--- src/rtl/core/utf8d_pkg.sv ---
// ----------------------------------------------------------------------------
// UTF-8 decoder package
// Beat types, status codes and the constants of the decode and range checks.
// ----------------------------------------------------------------------------
package utf8d_pkg;

   localparam int ACC_BITS = 21;
   localparam int WIDTH_BITS = 3;
   localparam int STATUS_BITS = 3;
   localparam int OUT_OFFSET_BITS = 32;

   typedef logic [ACC_BITS-1:0] scalar_type;
   typedef logic [WIDTH_BITS-1:0] width_type;

   typedef enum logic [STATUS_BITS-1:0] {
      ST_OK = 3'd0,
      ST_BAD_LEAD = 3'd1,
      ST_TRUNCATED = 3'd2,
      ST_BAD_CONT = 3'd3,
      ST_NON_CANONICAL = 3'd4
   } status_type;

   localparam width_type WIDTH_NONE = 3'd0;
   localparam width_type WIDTH_ONE = 3'd1;
   localparam width_type WIDTH_TWO = 3'd2;
   localparam width_type WIDTH_THREE = 3'd3;
   localparam width_type WIDTH_FOUR = 3'd4;

   localparam logic [7:0] CONT_MASK = 8'hC0;
   localparam logic [7:0] CONT_TAG = 8'h80;

   localparam scalar_type MIN_TWO = 21'h000080;
   localparam scalar_type MIN_THREE = 21'h000800;
   localparam scalar_type MIN_FOUR = 21'h010000;
   localparam scalar_type MAX_SCALAR = 21'h10FFFF;
   localparam scalar_type SURR_LO = 21'h00D800;
   localparam scalar_type SURR_HI = 21'h00DFFF;

   typedef struct packed {
      logic [7:0] data_byte;
      logic final_byte;
   } req_type;

   typedef struct packed {
      logic [ACC_BITS-1:0] code_point;
      logic [OUT_OFFSET_BITS-1:0] start_offset;
      logic [OUT_OFFSET_BITS-1:0] end_offset;
      logic [STATUS_BITS-1:0] status;
      logic last_result;
   } rsp_type;

endpackage

--- src/rtl/core/utf8_validating_decoder.sv ---
// ----------------------------------------------------------------------------
// UTF-8 validating decoder
// Decodes a byte stream into code points with byte offsets and reports the
// first malformed sequence of each text, then drops bytes to the final byte.
// ----------------------------------------------------------------------------
// Timing: an accepted byte beat is held in the input register and decoded
//    out of it; any result it completes is registered and driven onto rsp.
// Throughput: one byte per cycle unless a result waits on a stalled result
//    register; set by the single-pass decode from input to result register.
// Reset: synchronous; clears both beat valid flags and all decode state.
module utf8_validating_decoder
   import utf8d_pkg::*;
#(
   parameter int OFFSET_BITS = 32
) (
   input  logic clock,
   input  logic reset,
   input  logic req_valid,
   output logic req_stall,
   input  req_type req_payload,
   output logic rsp_valid,
   input  logic rsp_stall,
   output rsp_type rsp_payload
);

   typedef logic [OFFSET_BITS-1:0] offset_type;

   logic in_valid_ff, in_valid_in;
   req_type in_beat_ff;

   logic rsp_valid_ff, rsp_valid_in;
   rsp_type rsp_beat_ff, rsp_beat_in;

   offset_type byte_position_ff, byte_position_in;
   offset_type sequence_start_ff, sequence_start_in;
   scalar_type accumulator_ff, accumulator_in;
   width_type expected_width_ff, expected_width_in;
   width_type bytes_seen_ff, bytes_seen_in;
   logic pending_error_ff, pending_error_in;
   logic discarding_ff, discarding_in;

   logic emit;
   logic out_free;
   logic advance;
   offset_type pos, nxt, res_start;
   scalar_type lead_value, cont_value, res_value;
   width_type lead_width, seen_next;
   status_type res_status;
   logic res_last;
   logic [63:0] start_wide, end_wide;
   logic fin;
   logic [7:0] b;

   assign b = in_beat_ff.data_byte;
   assign fin = in_beat_ff.final_byte;
   assign pos = byte_position_ff;
   assign nxt = byte_position_ff + offset_type'(1);

   always_comb begin
      lead_width = WIDTH_NONE;
      lead_value = '0;
      case (b) inside
         [8'h00:8'h7F]: begin
            lead_width = WIDTH_ONE;
            lead_value = scalar_type'(b);
         end
         [8'hC0:8'hDF]: begin
            lead_width = WIDTH_TWO;
            lead_value = scalar_type'(b[4:0]);
         end
         [8'hE0:8'hEF]: begin
            lead_width = WIDTH_THREE;
            lead_value = scalar_type'(b[3:0]);
         end
         [8'hF0:8'hF7]: begin
            lead_width = WIDTH_FOUR;
            lead_value = scalar_type'(b[2:0]);
         end
         default: begin
            lead_width = WIDTH_NONE;
            lead_value = '0;
         end
      endcase
   end

   assign cont_value = {accumulator_ff[ACC_BITS-7:0], b[5:0]};
   assign seen_next = bytes_seen_ff + WIDTH_ONE;

   always_comb begin
      byte_position_in = byte_position_ff;
      sequence_start_in = sequence_start_ff;
      accumulator_in = accumulator_ff;
      expected_width_in = expected_width_ff;
      bytes_seen_in = bytes_seen_ff;
      pending_error_in = pending_error_ff;
      discarding_in = discarding_ff;
      emit = 1'b0;
      res_value = '0;
      res_start = pos;
      res_status = ST_OK;
      res_last = 1'b0;

      if (discarding_ff) begin
         if (fin) begin
            byte_position_in = '0;
            sequence_start_in = '0;
            accumulator_in = '0;
            discarding_in = 1'b0;
         end
      end else if (expected_width_ff == WIDTH_NONE) begin
         emit = 1'b1;
         res_start = pos;
         if (lead_width == WIDTH_NONE) begin
            res_status = ST_BAD_LEAD;
            res_last = 1'b1;
            discarding_in = !fin;
         end else if (lead_width == WIDTH_ONE) begin
            res_value = lead_value;
            res_last = fin;
         end else if (fin) begin
            res_status = ST_TRUNCATED;
            res_last = 1'b1;
         end else begin
            emit = 1'b0;
            sequence_start_in = pos;
            accumulator_in = lead_value;
            expected_width_in = lead_width;
            bytes_seen_in = WIDTH_ONE;
            pending_error_in = 1'b0;
         end
         if (emit && fin) begin
            sequence_start_in = '0;
            accumulator_in = '0;
         end
         byte_position_in = fin ? offset_type'(0) : nxt;
      end else begin
         if ((b & CONT_MASK) != CONT_TAG) begin
            pending_error_in = 1'b1;
         end else begin
            accumulator_in = cont_value;
         end
         bytes_seen_in = seen_next;
         res_start = sequence_start_ff;
         if (seen_next >= expected_width_ff) begin
            emit = 1'b1;
            res_last = 1'b1;
            if (pending_error_in) begin
               res_status = ST_BAD_CONT;
            end else if ((expected_width_ff == WIDTH_TWO && accumulator_in < MIN_TWO) ||
                         (expected_width_ff == WIDTH_THREE && accumulator_in < MIN_THREE) ||
                         (expected_width_ff == WIDTH_FOUR && accumulator_in < MIN_FOUR) ||
                         accumulator_in > MAX_SCALAR ||
                         (accumulator_in >= SURR_LO && accumulator_in <= SURR_HI)) begin
               res_status = ST_NON_CANONICAL;
            end else begin
               res_value = accumulator_in;
               res_last = fin;
            end
            discarding_in = (res_status != ST_OK) && !fin;
            expected_width_in = WIDTH_NONE;
            bytes_seen_in = WIDTH_NONE;
            pending_error_in = 1'b0;
            byte_position_in = fin ? offset_type'(0) : nxt;
            if (fin) begin
               sequence_start_in = '0;
               accumulator_in = '0;
            end
         end else if (fin) begin
            emit = 1'b1;
            res_status = ST_TRUNCATED;
            res_last = 1'b1;
            byte_position_in = '0;
            sequence_start_in = '0;
            accumulator_in = '0;
            expected_width_in = WIDTH_NONE;
            bytes_seen_in = WIDTH_NONE;
            pending_error_in = 1'b0;
         end else begin
            byte_position_in = nxt;
         end
      end
   end

   assign start_wide = 64'(res_start);
   assign end_wide = 64'(nxt);

   always_comb begin
      rsp_beat_in.code_point = res_value;
      rsp_beat_in.start_offset = start_wide[OUT_OFFSET_BITS-1:0];
      rsp_beat_in.end_offset = end_wide[OUT_OFFSET_BITS-1:0];
      rsp_beat_in.status = res_status;
      rsp_beat_in.last_result = res_last;
   end

   assign out_free = !rsp_valid_ff || !rsp_stall;
   assign advance = in_valid_ff && (!emit || out_free);
   assign req_stall = in_valid_ff && !advance;
   assign in_valid_in = (req_valid && !req_stall) || (in_valid_ff && !advance);
   assign rsp_valid_in = out_free ? (advance && emit) : rsp_valid_ff;

   always_ff @(posedge clock) begin
      if (reset) begin
         in_valid_ff <= 1'b0;
         rsp_valid_ff <= 1'b0;
         byte_position_ff <= '0;
         sequence_start_ff <= '0;
         accumulator_ff <= '0;
         expected_width_ff <= WIDTH_NONE;
         bytes_seen_ff <= WIDTH_NONE;
         pending_error_ff <= 1'b0;
         discarding_ff <= 1'b0;
      end else begin
         in_valid_ff <= in_valid_in;
         rsp_valid_ff <= rsp_valid_in;
         if (advance) begin
            byte_position_ff <= byte_position_in;
            sequence_start_ff <= sequence_start_in;
            accumulator_ff <= accumulator_in;
            expected_width_ff <= expected_width_in;
            bytes_seen_ff <= bytes_seen_in;
            pending_error_ff <= pending_error_in;
            discarding_ff <= discarding_in;
         end
      end
   end

   always_ff @(posedge clock) begin
      if (req_valid && !req_stall) begin
         in_beat_ff <= req_payload;
      end
      if (advance && emit) begin
         rsp_beat_ff <= rsp_beat_in;
      end
   end

   assign rsp_valid = rsp_valid_ff;
   assign rsp_payload = rsp_beat_ff;

   a_discard_closed: assert property (@(posedge clock) disable iff (reset)
      discarding_ff |-> expected_width_ff == WIDTH_NONE)
      else $error("sequence open while dropping bytes");

   a_seen_in_range: assert property (@(posedge clock) disable iff (reset)
      expected_width_ff != WIDTH_NONE |->
         bytes_seen_ff != WIDTH_NONE && bytes_seen_ff < expected_width_ff)
      else $error("byte count outside open sequence");

   a_idle_clean: assert property (@(posedge clock) disable iff (reset)
      expected_width_ff == WIDTH_NONE |->
         bytes_seen_ff == WIDTH_NONE && !pending_error_ff)
      else $error("stale sequence state with no sequence open");

   a_error_last: assert property (@(posedge clock) disable iff (reset)
      rsp_valid_ff && rsp_beat_ff.status != ST_OK |->
         rsp_beat_ff.last_result && rsp_beat_ff.code_point == '0)
      else $error("error beat not marked last or carries a value");

   a_no_drop: assert property (@(posedge clock) disable iff (reset)
      in_valid_ff && emit && !out_free |=> in_valid_ff && $stable(in_beat_ff))
      else $error("input beat lost while result register full");

endmodule

--- config.mk ---
export PLATFORM = sky130hd
export DESIGN_NAME = utf8_validating_decoder
export DESIGN_NICKNAME = d
export VERILOG_FILES = /design/src/rtl/core/utf8d_pkg.sv /design/src/rtl/core/utf8_validating_decoder.sv
export SDC_FILE = /design/constraint.sdc
export NUM_CORES = 1
export LEC_CHECK = 0
export ABC_AREA = 1
export ABC_CLOCK_PERIOD_IN_PS = 6250
export BUFFER_PORTS_ARGS = -buffer_cell sky130_fd_sc_hd__buf_2
export CORE_MARGIN = 5
export CORE_UTILIZATION = 55
export CTS_CLUSTER_SIZE = 25
export DETAILED_ROUTE_END_ITERATION = 12
export PLACE_DENSITY = 0.76
export SLEW_MARGIN = 20
export SYNTH_ARGS = -nofsm -noshare
export SYNTH_HDL_FRONTEND = slang
export SYNTH_SLANG_ARGS = --single-unit
export TNS_END_PERCENT = 30
--- constraint.sdc ---
create_clock -name clock -period 6.25 [get_ports clock]
set_clock_uncertainty 0.15 [all_clocks]
set_input_delay 1.25 -clock clock [delete_from_list [all_inputs] [get_ports clock]]
set_output_delay 1.25 -clock clock [all_outputs]
set_load 0.1 [all_outputs]
==> impl_metrics.json <==
{
  "status": "finished clean",
  "leakage_nw": 4.01,
  "drv_cap": 0,
  "setup_viol": 0,
  "grt_pass1_vias": 6805,
  "drive_gt1_share_pct": 13.8,
  "worstSetupPathType": "reg2out",
  "synthArstFlopShare_pct": 0,
  "slew_violations": 0,
  "yosysUniqueCellTypes": 35,
  "syn_area_per_cell_um2": 8.21,
  "ant_nets": 0,
  "critical_path.max_stage_delay_ns": 0.44,
  "worstSkewPairLatency_ns": 0.44,
  "worstReg2RegStart": "bytes_seen_ff[0]",
  "max_freq_ghz": 0.254,
  "vias": 7627,
  "cts_setup_buffers": 0,
  "port_buffers": 103,
  "reg2reg_slack_ns": 2.35,
  "synth_edf_count": 98,
  "chipWidth_um": 138,
  "postCtsHoldBufs": 0,
  "relSlewSlack_pct": 33.7,
  "sw_frac_of_total_pct": 30.4,
  "startpoint": "bytes_seen_ff[0]",
  "syn_nets": 1114,
  "synth_seq_cells": 193,
  "synth_area_leaders": "edfxtp_1 (33%), dfxtp_1 (21%), nand2_1 (11%)",
  "numCtsBuffers": 17,
  "ctsLongestPathBuffers": 2,
  "dp_hpwl_mm": 14.6,
  "end_kind": "primary output",
  "path_cells": "ha_1, ha_1, o21ai_0, nand2_1, a21oi_1, nand2_1, nand3_2, nor2_1, buf_2",
  "worst_pin_slew_ns": 0.993,
  "layout_min_cycle_time_ns": 3.93,
  "cts.sinks": 193,
  "h-tree-depth": 4,
  "dr.pass1.iters": 8,
  "synthCells": 1096,
  "hp-start": "sequence_start_ff[30]",
  "path_buf_inv": 1,
  "crit_path_start_kind": "flip-flop",
  "io_pins": 104,
  "overflow": 0,
  "cts_resized": 0,
  "synth_most_common_cell": "nand2_1",
  "synth.top_cell.area_share_pct": 32.7,
  "grt_pass1_wl_mm": 34.8,
  "num-fill-cells": 1387,
  "cp.required_ns": 4.85,
  "crit_fanout": 4,
  "drc_errors": 0,
  "groute.usage.overall_pct": 23.4,
  "post_drt_wl_per_cell_um": 15.4,
  "regArea_mm2": 0.00484,
  "cpLargestDelayFamily": "adder cells",
  "die_y_um": 138,
  "hold_viol": 0,
  "cp_slowest_cell": "buf_2",
  "internal_power_mw": 2.02,
  "via_per_inst": 5.47,
  "fin_setup_tns_ns": 0,
  "worstHoldPathType": "reg2reg",
  "gp_congestion": 0.929,
  "yosys_most_used_dff": "edfxtp_1",
  "worstPathArrival_ns": 2.53,
  "core_mm2": 0.0159,
  "cts_root_buf": "clkbuf_16",
  "ys_warn_count": 0,
  "drt_iter0_markers": 904,
  "p_seq_share_pct": 48.7,
  "pwr-share-comb_pct": 15.8,
  "period_share_pct": 62.9,
  "antenna_found_initial": 0,
  "initial_utilization_pct": 56.5,
  "irDropWorstVdd_v": 0.000197,
  "rows": 46,
  "utilization_pct": 63.5,
  "grt_start_max_net_pins": 68,
  "yosysTopAreaCell": "edfxtp_1",
  "multi_input_area_mm2": 0.00346,
  "power_density_mw_per_mm2": 287,
  "rsz0062_at_grt": "no",
  "clock_power_share_pct": 35.6,
  "synth_seq_area_share_pct": 53.8,
  "nets": 1183,
  "diodes": 0,
  "die_area_mm2": 0.0190,
  "clk_pin_slew_ns": 0.07,
  "p_switching_mw": 0.884,
  "totalWireLength_mm": 21.5,
  "area_growth_pct": 12.5,
  "netlist_area_mm2": 0.00900,
  "cts_tree": "built",
  "synth_top_cells_by_count": "nand2_1 (265), inv_1 (107), nor2_1 (107)"
}
-- sequential cells by signal, indices dropped and copies added, names as in the netlist --
name / flops
pending_error_ff: 1
expected_width_ff: 3
sequence_start_ff: 32
accumulator_ff: 21
discarding_ff: 1
rsp_payload: 89
b: 8
byte_position_ff: 32
bytes_seen_ff: 3
in_valid_ff: 1
rsp_valid: 1
fin: 1
-- area by class of cell --
class	count	area share, %
multi-input cells	728	34.2
inverters	117	4.35
clock buffers	20	4.41
clock inverters	12	1.09
repair buffers	108	5.46
well taps	216	2.67
flip-flops and latches	193	47.8
-- routing by layer --
| metal | share of wire (%) | global-route usage, % | up-vias |
|---|---|---|---|
| met1 | 48 | 35.8 | 3541 |
| li1 | - | - | 3755 |
| met4 | 1.4 | 6.20 | 0 |
| met3 | 7.7 | 4.72 | 32 |
| met2 | 43 | 34.1 | 299 |
| met5 | 0 | 0 | - |
-- worst min-delay path, delay by kind of cell, from the launching register on --
kind            cells  cell delay [ns]
flops               1             0.31
simple gates        1             0.06
compound gates      1             0.05
-- power by group through the flow --
stage / registers, mW / clock network [mW] / logic, mW
detailed placement: 1.44 / 0 / 0.453
floorplan: 1.65 / 0 / 0.172
global route: 1.42 / 1.11 / 0.491
finish: 1.41 / 1.03 / 0.458
global placement: 1.44 / 0 / 0.451
CTS: 1.41 / 1.05 / 0.457
-- kinds of logic after synthesis --
family                   synth area share [%]
adder cells (fa/ha/maj)                 0.695
XOR/XNOR                                 3.02
flip-flops                               53.8
AO/OA/AOI/OAI                            13.3
AND/OR/NAND/NOR                          21.4
buffers and inverters                    7.74
-- placed cells by master, fill, tap and decap left out, types with 2 or more instances in the layout --
master,count
clkinv_2,4
xor2_1,29
clkbuf_1,2
ha_1,5
nor2_1,106
dfxtp_1,95
inv_2,9
o32ai_1,2
o21ai_1,23
inv_6,2
buf_2,103
clkinvlp_4,4
o22ai_1,3
nor2_2,6
xnor2_1,2
nor3_1,16
o211ai_1,12
nand2_1,265
buf_4,5
clkbuf_16,17
nor3b_1,2
nand4_1,21
a21oi_1,92
nand3_1,35
o21ai_0,96
edfxtp_1,98
nand2_2,5
clkinv_4,2
inv_1,106
-- through the flow --
| stage | area, µm² | worst slack, ns | instances | power, mW | hold WS, ns |
|---|---|---|---|---|---|
| after floorplan | 9000 | 2.00 | 1096 | 1.82 | 0.279 |
| after global placement | 9570 | 2.50 | 1362 | 1.89 | 0.297 |
| after detailed placement | 9570 | 2.41 | 1362 | 1.89 | 0.302 |
| after CTS | 10100 | 2.33 | 1394 | 2.92 | 0.313 |
| after global routing | 10100 | 2.08 | 1394 | 3.02 | 0.328 |
| final | 10100 | 2.32 | 1394 | 2.91 | 0.315 |
-- worst paths after layout --
path                                              end  depth (start not counted)
worst max-delay path                        req_stall                          9
worst min register to register  sequence_start_ff[30]                          2
worst min-delay path            sequence_start_ff[30]                          2
worst max register to register         rsp_payload[0]                         12
Note: power is estimated with default switching activity, not from simulation.
